File: config.mk
export PLATFORM = sky130hd
export DESIGN_NAME = tx_buffer_pool_manager
export DESIGN_NICKNAME = d
export VERILOG_FILES = /design/src/hdl/bpm_pkg.sv /design/src/hdl/tx_buffer_pool_manager.sv /design/src/hdl/bpm_step_unit.sv
export SDC_FILE = /design/constraint.sdc
export NUM_CORES = 1
export LEC_CHECK = 0
export ABC_AREA = 1
export BUFFER_PORTS_ARGS = -buffer_cell sky130_fd_sc_hd__buf_4
export CORE_MARGIN = 2
export CORE_UTILIZATION = 35
export CTS_CLUSTER_DIAMETER = 30
export DETAILED_ROUTE_END_ITERATION = 16
export GPL_ROUTABILITY_DRIVEN = 0
export SYNTH_ARGS = -nofsm -noshare
export SYNTH_HDL_FRONTEND = slang
export SYNTH_SLANG_ARGS = --single-unit
File: constraint.sdc
create_clock -name clk -period 4.84 [get_ports clk]
set_clock_uncertainty 0.15 [all_clocks]
set_input_delay 0.484 -clock clk [delete_from_list [all_inputs] [get_ports clk]]
set_output_delay 0.484 -clock clk [all_outputs]
set_load 0.05 [all_outputs]
File: src/hdl/bpm_pkg.sv
// shared types, constants and helpers for the transmit buffer pool manager
package bpm_pkg;

  localparam int NUM_BUFFERS  = 3;
  localparam int BUFFER_BYTES = 128;

  localparam int IDX_W    = $clog2(NUM_BUFFERS);
  localparam int LABEL_W  = 4;
  localparam int SIZE_W   = 8;
  localparam int FILL_W   = 8;
  localparam int OFFSET_W = 7;
  localparam int LENGTH_W = 8;
  localparam int STATUS_W = 3;
  localparam int CFG_IDX_W = 2;

  localparam logic [LABEL_W-1:0] LABEL_FREE = LABEL_W'(0);
  localparam logic [LABEL_W-1:0] LABEL_DMA  = LABEL_W'(1);

  localparam logic [CFG_IDX_W-1:0] REG_LABEL_LOW  = CFG_IDX_W'(0);
  localparam logic [CFG_IDX_W-1:0] REG_LABEL_HIGH = CFG_IDX_W'(1);

  localparam logic [LABEL_W-1:0] LABEL_LOW_RST  = LABEL_W'(2);
  localparam logic [LABEL_W-1:0] LABEL_HIGH_RST = LABEL_W'(15);

  typedef enum logic [1:0] {
    ACT_ACQUIRE = 2'd0,
    ACT_COMMIT  = 2'd1,
    ACT_RELEASE = 2'd2,
    ACT_SERVICE = 2'd3
  } action_t;

  typedef enum logic [STATUS_W-1:0] {
    ST_OK        = 3'd0,
    ST_BUSY      = 3'd1,
    ST_NO_DATA   = 3'd2,
    ST_ALL_BUSY  = 3'd3,
    ST_TOO_BIG   = 3'd4,
    ST_OVERFLOW  = 3'd5,
    ST_NOT_EXIST = 3'd6
  } status_t;

  // outcome of evaluating one buffer entry
  typedef struct packed {
    logic                done;
    logic                grant;
    logic                wr_owner;
    logic [LABEL_W-1:0]  owner;
    logic                wr_fill;
    logic [FILL_W-1:0]   fill;
    status_t             status;
    logic [OFFSET_W-1:0] offset;
    logic [LENGTH_W-1:0] length;
    logic                start;
  } step_res_t;

  // status when the walk runs off the end of the pool
  function automatic status_t end_status(input action_t act);
    status_t st;
    case (act)
      ACT_ACQUIRE: st = ST_ALL_BUSY;
      ACT_COMMIT:  st = ST_NOT_EXIST;
      ACT_RELEASE: st = ST_OK;
      ACT_SERVICE: st = ST_NO_DATA;
      default:     st = ST_OK;
    endcase
    return st;
  endfunction

endpackage

File: src/hdl/tx_buffer_pool_manager.sv
// top level of the transmit buffer pool manager: sequencer, pool state and result register
// result: for a request rejected up front (busy, bad label, too big) the result register is
//   loaded at acceptance, else after a walk of k (1..NUM_BUFFERS) buffers, one per cycle
// throughput: one transaction at a time; in_stall stays high from acceptance until the result
//   transaction is taken
// reset: synchronous active-low rst_n frees every buffer, zeroes fill counts, window 2..15
module tx_buffer_pool_manager (
  input  logic                               clk,
  input  logic                               rst_n,
  // request channel
  input  logic                               in_valid,
  output logic                               in_stall,
  input  logic [1:0]                         in_action,
  input  logic [bpm_pkg::LABEL_W-1:0]        in_user,
  input  logic [bpm_pkg::SIZE_W-1:0]         in_size,
  input  logic                               in_channel_busy,
  // result channel
  output logic                               out_valid,
  input  logic                               out_stall,
  output logic [bpm_pkg::STATUS_W-1:0]       out_status,
  output logic [bpm_pkg::IDX_W-1:0]          out_buffer_index,
  output logic [bpm_pkg::OFFSET_W-1:0]       out_write_offset,
  output logic [bpm_pkg::LENGTH_W-1:0]       out_transfer_length,
  output logic                               out_start_transfer,
  // register write port
  input  logic                               cfg_valid,
  output logic                               cfg_ready,
  input  logic [bpm_pkg::CFG_IDX_W-1:0]      cfg_index,
  input  logic [bpm_pkg::LABEL_W-1:0]        cfg_data
);
  import bpm_pkg::*;

  typedef enum logic [2:0] {
    S_IDLE = 3'b001,
    S_WALK = 3'b010,
    S_DONE = 3'b100
  } state_t;

  localparam logic [IDX_W-1:0] LAST_IDX = IDX_W'(NUM_BUFFERS - 1);

  state_t              state_r, state_nxt;
  logic [IDX_W-1:0]    idx_r, idx_nxt;

  // request held for the walk
  action_t             act_r;
  logic [LABEL_W-1:0]  user_r;
  logic [SIZE_W-1:0]   size_r;

  // pool state
  logic [LABEL_W-1:0]  owner_r [NUM_BUFFERS];
  logic [FILL_W-1:0]   fill_r  [NUM_BUFFERS];

  // label window registers
  logic [LABEL_W-1:0]  label_low_r, label_high_r;

  // result register
  status_t             status_r;
  logic [IDX_W-1:0]    index_r;
  logic [OFFSET_W-1:0] offset_r;
  logic [LENGTH_W-1:0] length_r;
  logic                start_r;

  action_t             in_act;
  logic                in_xact, out_xact;
  logic                label_ok;
  logic                reject;
  status_t             reject_status;
  logic                last;
  step_res_t           step;

  assign in_act   = action_t'(in_action);
  assign in_stall = (state_r != S_IDLE);
  assign in_xact  = in_valid && !in_stall;
  assign out_valid = (state_r == S_DONE);
  assign out_xact = out_valid && !out_stall;
  assign cfg_ready = 1'b1;
  assign last     = (idx_r == LAST_IDX);

  assign out_status          = status_r;
  assign out_buffer_index    = index_r;
  assign out_write_offset    = offset_r;
  assign out_transfer_length = length_r;
  assign out_start_transfer  = start_r;

  // reserved labels and anything outside the window are unknown owners
  assign label_ok = (in_user != LABEL_FREE) && (in_user != LABEL_DMA) &&
                    (in_user >= label_low_r) && (in_user <= label_high_r);

  // checks settled at acceptance, before any walk
  always_comb begin
    reject        = 1'b0;
    reject_status = ST_OK;
    if (in_act == ACT_SERVICE) begin
      if (in_channel_busy) begin
        reject        = 1'b1;
        reject_status = ST_BUSY;
      end
    end else if (!label_ok) begin
      reject        = 1'b1;
      reject_status = ST_NOT_EXIST;
    end else if (in_act == ACT_COMMIT &&
                 {1'b0, in_size} > (SIZE_W+1)'(BUFFER_BYTES)) begin
      reject        = 1'b1;
      reject_status = ST_TOO_BIG;
    end
  end

  // one buffer entry per cycle through the shared unit
  bpm_step_unit u_step (
    .act   (act_r),
    .user  (user_r),
    .size  (size_r),
    .owner (owner_r[idx_r]),
    .fill  (fill_r[idx_r]),
    .res   (step)
  );

  // sequencer
  always_comb begin
    state_nxt = state_r;
    idx_nxt   = idx_r;
    case (state_r)
      S_IDLE: begin
        idx_nxt = '0;
        if (in_xact) begin
          state_nxt = reject ? S_DONE : S_WALK;
        end
      end
      S_WALK: begin
        if (step.done || last) begin
          state_nxt = S_DONE;
        end else begin
          idx_nxt = idx_r + IDX_W'(1);
        end
      end
      S_DONE: begin
        if (out_xact) begin
          state_nxt = S_IDLE;
        end
      end
      default: state_nxt = S_IDLE;
    endcase
  end

  always_ff @(posedge clk) begin
    if (!rst_n) begin
      state_r <= S_IDLE;
      idx_r   <= '0;
    end else begin
      state_r <= state_nxt;
      idx_r   <= idx_nxt;
    end
  end

  // request capture
  always_ff @(posedge clk) begin
    if (in_xact) begin
      act_r  <= in_act;
      user_r <= in_user;
      size_r <= in_size;
    end
  end

  // label window registers, writes to unknown indices are dropped
  always_ff @(posedge clk) begin
    if (!rst_n) begin
      label_low_r  <= LABEL_LOW_RST;
      label_high_r <= LABEL_HIGH_RST;
    end else if (cfg_valid && cfg_ready) begin
      if (cfg_index == REG_LABEL_LOW) begin
        label_low_r <= cfg_data;
      end else if (cfg_index == REG_LABEL_HIGH) begin
        label_high_r <= cfg_data;
      end
    end
  end

  // pool state, written only by the walk at the current entry
  always_ff @(posedge clk) begin
    if (!rst_n) begin
      for (int i = 0; i < NUM_BUFFERS; i++) begin
        owner_r[i] <= LABEL_FREE;
        fill_r[i]  <= '0;
      end
    end else if (state_r == S_WALK) begin
      if (step.wr_owner) begin
        owner_r[idx_r] <= step.owner;
      end
      if (step.wr_fill) begin
        fill_r[idx_r] <= step.fill;
      end
    end
  end

  // result register, loaded once per transaction and held until taken
  always_ff @(posedge clk) begin
    if (state_r == S_IDLE && in_xact && reject) begin
      status_r <= reject_status;
      index_r  <= '0;
      offset_r <= '0;
      length_r <= '0;
      start_r  <= 1'b0;
    end else if (state_r == S_WALK) begin
      if (step.done) begin
        status_r <= step.status;
        index_r  <= step.grant ? idx_r : '0;
        offset_r <= step.offset;
        length_r <= step.length;
        start_r  <= step.start;
      end else if (last) begin
        status_r <= end_status(act_r);
        index_r  <= '0;
        offset_r <= '0;
        length_r <= '0;
        start_r  <= 1'b0;
      end
    end
  end

  // walk index stays inside the pool
  assert property (@(posedge clk) disable iff (!rst_n)
    (state_r == S_WALK) |-> (idx_r <= LAST_IDX))
    else $error("walk index beyond pool");

  // a hand-over always reports ok with a non-empty length
  assert property (@(posedge clk) disable iff (!rst_n)
    (out_valid && out_start_transfer) |->
      (out_status == ST_OK && out_transfer_length != '0))
    else $error("hand-over without ok status or data");

  // an accepted request always leaves idle on the next edge
  assert property (@(posedge clk) disable iff (!rst_n)
    in_xact |=> (state_r != S_IDLE))
    else $error("accepted request lost");

  // a taken result returns the sequencer to idle
  assert property (@(posedge clk) disable iff (!rst_n)
    out_xact |=> (state_r == S_IDLE))
    else $error("sequencer did not return to idle");

  // fill counts never reach the buffer size
  for (genvar g = 0; g < NUM_BUFFERS; g++) begin : g_fill_chk
    assert property (@(posedge clk) disable iff (!rst_n)
      fill_r[g] < FILL_W'(BUFFER_BYTES))
      else $error("fill count reached buffer size");
  end

endmodule

File: src/hdl/bpm_step_unit.sv
// shared compare and add unit that evaluates one buffer entry per cycle
module bpm_step_unit (
  input  bpm_pkg::action_t                  act,
  input  logic [bpm_pkg::LABEL_W-1:0]       user,
  input  logic [bpm_pkg::SIZE_W-1:0]        size,
  input  logic [bpm_pkg::LABEL_W-1:0]       owner,
  input  logic [bpm_pkg::FILL_W-1:0]        fill,
  output bpm_pkg::step_res_t                res
);
  import bpm_pkg::*;

  logic [FILL_W:0] sum;
  logic            fits;

  // one adder and one compare serve both acquire and commit
  assign sum  = {1'b0, fill} + {1'b0, size};
  assign fits = sum < (FILL_W+1)'(BUFFER_BYTES);

  always_comb begin
    res          = '0;
    res.status   = ST_OK;
    res.owner    = owner;
    res.fill     = fill;
    case (act)
      ACT_ACQUIRE: begin
        if (owner == LABEL_FREE && fits) begin
          res.done     = 1'b1;
          res.grant    = 1'b1;
          res.wr_owner = 1'b1;
          res.owner    = user;
          res.offset   = fill[OFFSET_W-1:0];
        end
      end
      ACT_COMMIT: begin
        if (owner == user) begin
          res.done = 1'b1;
          if (fits) begin
            res.wr_fill = 1'b1;
            res.fill    = sum[FILL_W-1:0];
          end else begin
            res.status = ST_OVERFLOW;
          end
        end
      end
      ACT_RELEASE: begin
        if (owner == user) begin
          res.done     = 1'b1;
          res.wr_owner = 1'b1;
          res.owner    = LABEL_FREE;
        end
      end
      ACT_SERVICE: begin
        if (owner == LABEL_DMA) begin
          res.wr_owner = 1'b1;
          res.owner    = LABEL_FREE;
        end else if (owner == LABEL_FREE && fill != '0) begin
          res.done     = 1'b1;
          res.grant    = 1'b1;
          res.wr_owner = 1'b1;
          res.owner    = LABEL_DMA;
          res.wr_fill  = 1'b1;
          res.fill     = '0;
          res.length   = LENGTH_W'(fill);
          res.start    = 1'b1;
        end
      end
      default: res = '0;
    endcase
  end

endmodule

Word level (Yosys, flattened, before mapping)
Memories as Yosys holds them, arrays and structs flattened. A register that Yosys moved wholly into a read port is not among the register bits.
Cells that the tools add are included.
{"block": "op_classes", "add_sub_neg": 2, "magnitude_cmp": 4, "n_eq_ne": 18, "mux": 68, "bitwise_logic": 1, "reduce_logical": 31}
{"cell": "9-bit two-way mux", "count": 5}
{"cell": "3-bit two-way mux", "count": 13}
{"cell": "7-bit two-way mux", "count": 5}
{"cell": "8-bit two-way mux", "count": 3}
{"cell": "2-bit two-way mux", "count": 11}
{"cell": "1-bit two-way mux", "count": 19}
{"cell": "9-bit case mux with 2 select lines", "count": 1}
{"cell": "16-bit two-way mux", "count": 1}
{"cell": "5-bit case mux with 3 select lines", "count": 1}
{"cell": "12-bit two-way mux", "count": 1}
{"cell": "3-bit case mux with 4 select lines", "count": 1}
{"cell": "1-bit logical AND", "count": 10}
{"cell": "5-bit two-way mux", "count": 2}
{"cell": "8-bit by 8-bit adder with 9-bit output", "count": 1}
{"cell": "9-bit by 8-bit less-than comparator with 1-bit output (second input constant)", "count": 1}
{"cell": "3-bit case mux with 3 select lines", "count": 1}
{"cell": "2-bit == test (second input constant)", "count": 4}
{"cell": "8-bit > comparator (second input constant)", "count": 1}
{"cell": "2-bit AND reduction", "count": 4}
{"cell": "8-bit nonzero test", "count": 1}
{"cell": "8-bit OR reduction", "count": 1}
{"cell": "2-bit by 1-bit == test with 1-bit output (second input constant)", "count": 3}
{"cell": "2-bit != test (second input constant)", "count": 3}
{"cell": "3-bit AND reduction", "count": 2}
{"cell": "other kinds (25)", "count": 29}
{"block": "totals", "regBits": 48, "ramBits": 36, "in_bits": 26, "out_inout_bits": 24, "word_cells": 138, "n_memories": 2}
{"name": "fill_r", "depth": 3, "width": 8, "rd": 1, "rd_ports_with_merged_regs": 1, "wr": 3, "line_no": "tx_buffer_pool_manager.sv:51", "source": "logic [FILL_W-1:0] fill_r [NUM_BUFFERS];"}
{"name": "owner_r", "depth": 3, "width": 4, "rd": 1, "rd_ports_with_merged_regs": 1, "wr": 3, "line_no": "tx_buffer_pool_manager.sv:50", "source": "logic [LABEL_W-1:0] owner_r [NUM_BUFFERS];"}

Longest topological paths before layout
Gate-level depths: netlist of the first run.
{"block": "logic_depth", "depth_word": 11, "depth_mapped": 23, "depth_no_buf": 21}

By module
A second synthesis of the first run with hierarchy kept.
{"block": "hier_totals", "cells_unflattened": 651, "area_unflattened_um2": 5475.3}
{"module": "tx_buffer_pool_manager", "n_inst": 1, "cells_each": 461, "area_each_um2": 4463.0, "seq_area_each_um2": 2612.5}
{"module": "bpm_step_unit", "n_inst": 1, "cells_each": 190, "area_each_um2": 1012.2, "seq_area_each_um2": 0.0}

Worst setup path before layout of the first run
No wires, ideal clock.
{"block": "synth_timing", "path_kind": "flip-flop to flip-flop", "start": "register with a tool-made name", "end": "memory fill_r[3][0] (enable)", "setup_time_ns": 0.371, "arrival_ns": 2.689, "t_required_ns": 4.319, "slack_ns": 1.630, "stages_incl_launch_ff": 19, "n_path_buf": 2, "synth_period_minus_slack_ns": 3.210, "path_cell_list": "dfxtp_1 > buf_6 > buf_2 > nand2_1 > nand3_1 > nand2_1 > inv_1 > ha_1 > a21oi_1 > o21ai_0 > a21oi_1 > nand2_1 > nor2_2 > inv_2 > nor2_4 > inv_2 > nand2_4 > nand3_1 > nor2_1"}
{"element": "end, declared", "line_no": "tx_buffer_pool_manager.sv:51"}

==> results of run 1 <==
## layout make-up
class | count | area, sq um
clock inverters | 7 | 96.3
well taps | 184 | 230
multi-input cells | 414 | 2210
flip-flops and latches | 98 | 2610
fillers | 1423 | 8510
clock buffers | 9 | 225
repair buffers | 52 | 390
inverters | 69 | 264
## metal layers
layer  vias to the layer above  wire [um]
met5                         -          0
met4                         0        194
met3                        15        533
met2                       107       5720
met1                      1935       5850
li1                       2082          -
## cell usage in the layout, fill, tap and decap left out, drive strengths merged, types with 2 or more instances in the layout
cell type and n:
nand4 7, nand2 170, ha 25, nand3 72, dfxtp 33, a21oi 20, o21ai 23, nor3 7
o211ai 7, clkbuf 9, inv 72, buf 52, o221ai 2, xor2 4, nor2 62, edfxtp 65
a31oi 4, clkinv 2
## worst paths after layout
| check | cells after the start | endpoint | start | slack, ns |
|---|---|---|---|---|
| min reg2reg | 2 | label_low_r[2] | label_low_r[2] | 0.32 |
| max | 17 | out_status[2] | flip-flop | 0.97 |
| max reg2reg | 17 | out_status[2] | flip-flop | 0.97 |
| min | 1 | size_r[5] | in_size[5] | 0.18 |
## flip-flops by register name, summed over array words and instances (netlist names), named ones only
name	flops
label_high_r	4
out_start_transfer	1
idx_r	2
out_status	3
out_buffer_index	2
owner_r	16
act_r	2
state_r	3
size_r	8
user_r	4
out_transfer_length	8
label_low_r	4
fill_r	32
out_write_offset	7
## cells by family after synthesis
kind of cell | count (synthesis) | synth area share
adders and majority gates | 26 | 0.0640
and+or+nand+nor | 320 | 0.283
buffers and inverters | 84 | 0.0727
DFF | 98 | 0.502
xor gates and xnor gates | 5 | 0.00842
other | 1 | 0.000721
AOI/OAI and AO/OA | 62 | 0.0691
## metrics by stage
| step | cell area (sq um) | cells | util |
|---|---|---|---|
| after floorplan | 5200 | 596 | - |
| after global placement | 5710 | 817 | 0.393 |
| after detailed placement | 5710 | 817 | 0.393 |
| after CTS | 6030 | 833 | 0.415 |
| after global routing | 6030 | 833 | 0.415 |
| final | 6030 | 833 | 0.415 |
## power by group through the flow
stage	Sequential, W	Combinational [W]	Clock (W)
after global placement	0.000975	0.000353	0
after floorplan	0.000985	0.000242	0
after global routing	0.000962	0.000402	0.000809
after detailed placement	0.000975	0.000357	0
after CTS	0.000957	0.000360	0.000770
final	0.000956	0.000362	0.000759
==> run summary, run 1 <==
Bufs on Longest Clock Path -> 2
crit path max fanout -> 25
H-tree Lvls -> 3
clock latency on the worst-skew pair -> 0.34 ns
busiest grt layer -> met2
crit path DAT -> 3.77 ns
most frequent cell after synthesis -> nand2_1
CTS Buf Count -> 9
Tcrit/Tclk final -> 0.799
core area -> 14500 sq um
Worst Path Buf+Inv -> 4
DRC viols -> 0
fmax -> 0.258 GHz
NetSw -> 0.000612 W
kind of critical path -> flip-flop to flip-flop
Least-Margin Pin Slew -> 0.700 ns
run status -> completed
Yosys cell types -> 43
M1 GR Usage -> 0.217
Switching Share -> 0.295
normalized max-slew margin -> 0.532
Congestion Overflow GR -> 0
Logic pwr share -> 0.174
data required time of the critical path -> 4.74 ns
maximum vdd drop -> 161 uV
Pre-antenna DRT Iters -> 5
Slew Limit Fails -> 0
die height -> 126 um
DR iter-0 viols -> 243
final antenna-violating net count -> 0
row count -> 44
Synth Cell Area -> 5200 sq um
setup TNS -> 0 ns
Root Driver -> clkbuf_16
first-pass GRT wire length -> 20300 um
ys async rst share -> 0
pin count of the biggest net entering global routing -> 26
vias per cell -> 4.97
Layout Nets -> 696
CTS tree -> yes
minimum clock period after layout -> 3.87 ns
Post-CTS Hold Fix Bufs -> 0
post-synth top area cell -> edfxtp_1
IO Pins -> 50
layout cells sized above 1 -> 0.149
port bufs -> 48
delay-heaviest family, CP -> simple AND/OR/NAND/NOR gates
GRT Resource Usage Total -> 0.160
initial antenna violation count -> 0
RSZ-0062 raised after global routing -> false
Sequential Power Share -> 0.460
full die area -> 15800 sq um
CP startpoint kind -> flip-flop
Power Total -> 0.00208 W
met2 Use GR -> 0.261
Crit-path slowest cell -> dfxtp_1
post-CTS sizing -> 0
post-synthesis sequential area ratio -> 0.502
synth cell count leaders -> 163 x nand2_1, 66 x nand3_1, 65 x edfxtp_1, 64 x inv_1, 57 x nor2_1
vias in the first global route -> 4069
Initial Utilization -> 0.358
Warnings, synthesis -> 0
layout overhead on the synthesized area -> 15.9%
CTS clock-pin slew for the worst setup and hold paths -> 0.08 ns
WL/cell -> 14.8 um
final setup fails -> 0
EDFF count, synth -> 65
number of setup buffers added after CTS -> 0
Total Routed Length -> 12300 um
Avg Cell Area, Syn -> 8.72 sq um
max-cap violation count -> 0
Pint -> 0.00147 W
Die Width -> 126 um
Hold Slack -> 0.175 ns
total power per unit cell area -> 345 nW/um^2
Vias -> 4139
max incr delay on CP -> 0.58 ns
CP dominant cell by count -> nand2_1
met3 Usage GRT -> 0.0259
critical path endpoint category -> flip-flop
Yosys reg bits -> 98
clock sinks -> 98
hpwl dp -> 9460 um
Worst Hold Class -> input port to flip-flop
Yosys top cell area share -> 0.375
setup slack after layout -> 0.971 ns
Pleak -> 2.71 nW
Top FF cell, synth -> edfxtp_1
Clk network pwr share -> 0.365
Hold Vio Cnt, Final -> 0
Post-Place Worst Slack -> 0.964 ns
post-synth net total -> 648
Cells after Synth -> 596
antenna cells -> 0
ranking of synthesized cells by area -> edfxtp_1 38%, dfxtp_1 13%, nand2_1 12%
worst path cell trace -> buf_4, nand2_1, nand3_1, nand2_1, inv_1, ha_1, inv_1, fa_1, o21ai_0, a21oi_1, nand3_2, nand2_4, nand2_4, nand2_1, nand2_1, buf_4, nand2_1
Note: power is estimated with default switching activity, not from simulation.
==> inputs of run 2 (changes only) <==
Clock period 4.84 ns to 3.2 ns, I/O delays scaled along.
==> run 2 against run 1 <==
Via count rose by 5.5%. Clock-buffer cell count did not move. First-iteration DRC count rose by 11%. Sequential share of layout area fell by 4.1 points. Final area rose by 11%. Sequential power rose by 52%. Critical endpoint is now fill_r[0][4]. Largest cell class unchanged.
==> run summary, run 2 (same netlist as run 1, synthesis figures left out) <==
maximum vdd drop -> 251 uV (was 161 uV)
met3 Usage GRT -> 0.0178 (was 0.0259)
Die Width -> 126 um (unchanged)
core area -> 14500 sq um (unchanged)
most common cell after layout, fill and taps aside -> nand2_1 (unchanged)
vias per cell -> 4.98 (was 4.97)
pin count of the biggest net entering global routing -> 23 (was 26)
kind of critical path -> flip-flop to flip-flop (unchanged)
total power per unit cell area -> 491 nW/um^2 (was 345 nW/um^2)
hpwl dp -> 9880 um (was 9460 um)
GRT Resource Usage Total -> 0.164 (was 0.160)
final antenna-violating net count -> 0 (unchanged)
max FFs per register -> 32 (unchanged)
Bufs on Longest Clock Path -> 2 (unchanged)
IO Pins -> 50 (unchanged)
Worst Hold Class -> input port to flip-flop (unchanged)
clock latency on the worst-skew pair -> 0.34 ns (about the same)
final cell count without fillers -> 877 (was 833)
initial antenna violation count -> 0 (unchanged)
CTS clock-pin slew for the worst setup and hold paths -> 0.07 ns (was 0.08 ns)
Initial Utilization -> 0.358 (unchanged)
layout cells sized above 1 -> 0.277 (was 0.149)
row count -> 44 (unchanged)
Pleak -> 2.96 nW (was 2.71 nW)
busiest grt layer -> met2 (unchanged)
layout overhead on the synthesized area -> 28.3% (was 15.9%)
Tcrit/Tclk final -> 0.970 (was 0.799)
Vias -> 4366 (was 4139)
Total Routed Length -> 13400 um (was 12300 um)
Pre-antenna DRT Iters -> 4 (was 5)
DR iter-0 viols -> 269 (was 243)
Congestion Overflow GR -> 0 (unchanged)
Power Total -> 0.00327 W (was 0.00208 W)
clock sinks -> 98 (unchanged)
die height -> 126 um (unchanged)
setup TNS -> 0 ns (unchanged)
Hold Slack -> 0.0123 ns (was 0.175 ns)
largest registers -> fill_r: 32 flops, owner_r: 16 flops (unchanged)
setup slack after layout -> 0.0967 ns (was 0.971 ns)
Root Driver -> clkbuf_16 (unchanged)
fmax -> 0.322 GHz (was 0.258 GHz)
final setup fails -> 0 (unchanged)
Largest Register -> fill_r (unchanged)
Hold Vio Cnt, Final -> 0 (unchanged)
DRC viols -> 0 (unchanged)
Least-Margin Pin Slew -> 0.697 ns (was 0.700 ns)
M1 GR Usage -> 0.217 (about the same)
full die area -> 15800 sq um (unchanged)
critical path endpoint category -> flip-flop (unchanged)
run status -> completed (unchanged)
vias in the first global route -> 4193 (was 4069)
data required time of the critical path -> 3.11 ns (was 4.74 ns)
placed cells -> 850 (was 817)
crit path DAT -> 3.02 ns (was 3.77 ns)
CTS tree -> yes (unchanged)
Slew Limit Fails -> 0 (unchanged)
port bufs -> 48 (unchanged)
H-tree Lvls -> 3 (unchanged)
met2 Use GR -> 0.275 (was 0.261)
number of fill cells -> 1399 (was 1423)
Storage cell area -> 2620 sq um (was 2610 sq um)
antenna cells -> 0 (unchanged)
CTS Buf Count -> 9 (unchanged)
CP startpoint kind -> flip-flop (unchanged)
minimum clock period after layout -> 3.10 ns (was 3.87 ns)
area of the multi-input gates -> 2430 sq um (was 2210 sq um)
WL/cell -> 15.3 um (was 14.8 um)
normalized max-slew margin -> 0.531 (was 0.532)
Post-Place Worst Slack -> -0.0836 ns (was 0.964 ns)
first-pass GRT wire length -> 20600 um (was 20300 um)
Layout Nets -> 740 (was 696)
setup slack, reg-to-reg -> 0.1 ns (was 0.97 ns)
most frequent cells in the layout -> 149 x nand2_1, 89 x buf_4, 65 x edfxtp_1 (was 163 x nand2_1, 66 x nand3_1, 65 x edfxtp_1)
crit path max fanout -> 17 (was 25)
max-cap violation count -> 0 (unchanged)
run 2: per-layer routing:
layer	vias to the layer above	part of all wire
met4	0	0.023
li1	2172	-
met5	-	0
met3	22	0.036
met2	120	0.49
met1	2052	0.45
run 2: per-stage QoR:
stage	area [sq um]	util
global placement	6020	0.414
global route	6670	0.459
CTS	6350	0.437
detailed placement	6020	0.414
finish	6670	0.459
floorplan	5200	-
run 2: final timing paths:
path | startpoint | endpoint | cells after the start
hold / removal | in_size[0] | size_r[0] | 1
setup / recovery | flip-flop | fill_r[0][4] | 20
setup reg to reg | flip-flop | fill_r[0][4] | 20
hold reg to reg | out_start_transfer | out_start_transfer | 2
run 2: report_power, final:
part | switching, W | leakage [nW] | internal [W]
combinational | 0.000418 | 1.89 | 0.000252
clock | 0.000469 | 0.160 | 0.000685
sequential | 0.0000330 | 0.910 | 0.00142
run 2: worst max-delay path, cell delays in order, from the launching register on:
cell	delay [ns]
dfxtp_4	0.38
buf_12	0.14
inv_12	0.05
nand2_1	0.06
nand3_1	0.08
nand2_2	0.14
inv_2	0.07
ha_4	0.26
a21o_1	0.19
nor2_2	0.12
nand3b_1	0.11
nand2_2	0.10
nand2_1	0.07
nor2_2	0.13
inv_2	0.07
nor2_4	0.13
inv_2	0.07
nand2_4	0.12
nand4_4	0.12
nand2_2	0.12
buf_12	0.13
run 2: final cells by class:
cell class | count | share of cell area
flip-flops and latches | 98 | 0.392
multi-input cells | 414 | 0.365
repair buffers | 96 | 0.121
inverters | 69 | 0.0407
well taps | 184 | 0.0345
clock buffers | 9 | 0.0338
clock inverters | 7 | 0.0139
run 2: what timing repair did:
action	CTS	global route
gates cloned	0	1
setup endpoints to repair	46	118
hold buffers	0	0
endpoints found under the hold margin	0	0
pin swaps	0	24
gates resized for setup	3	57
buffers inserted	0	10
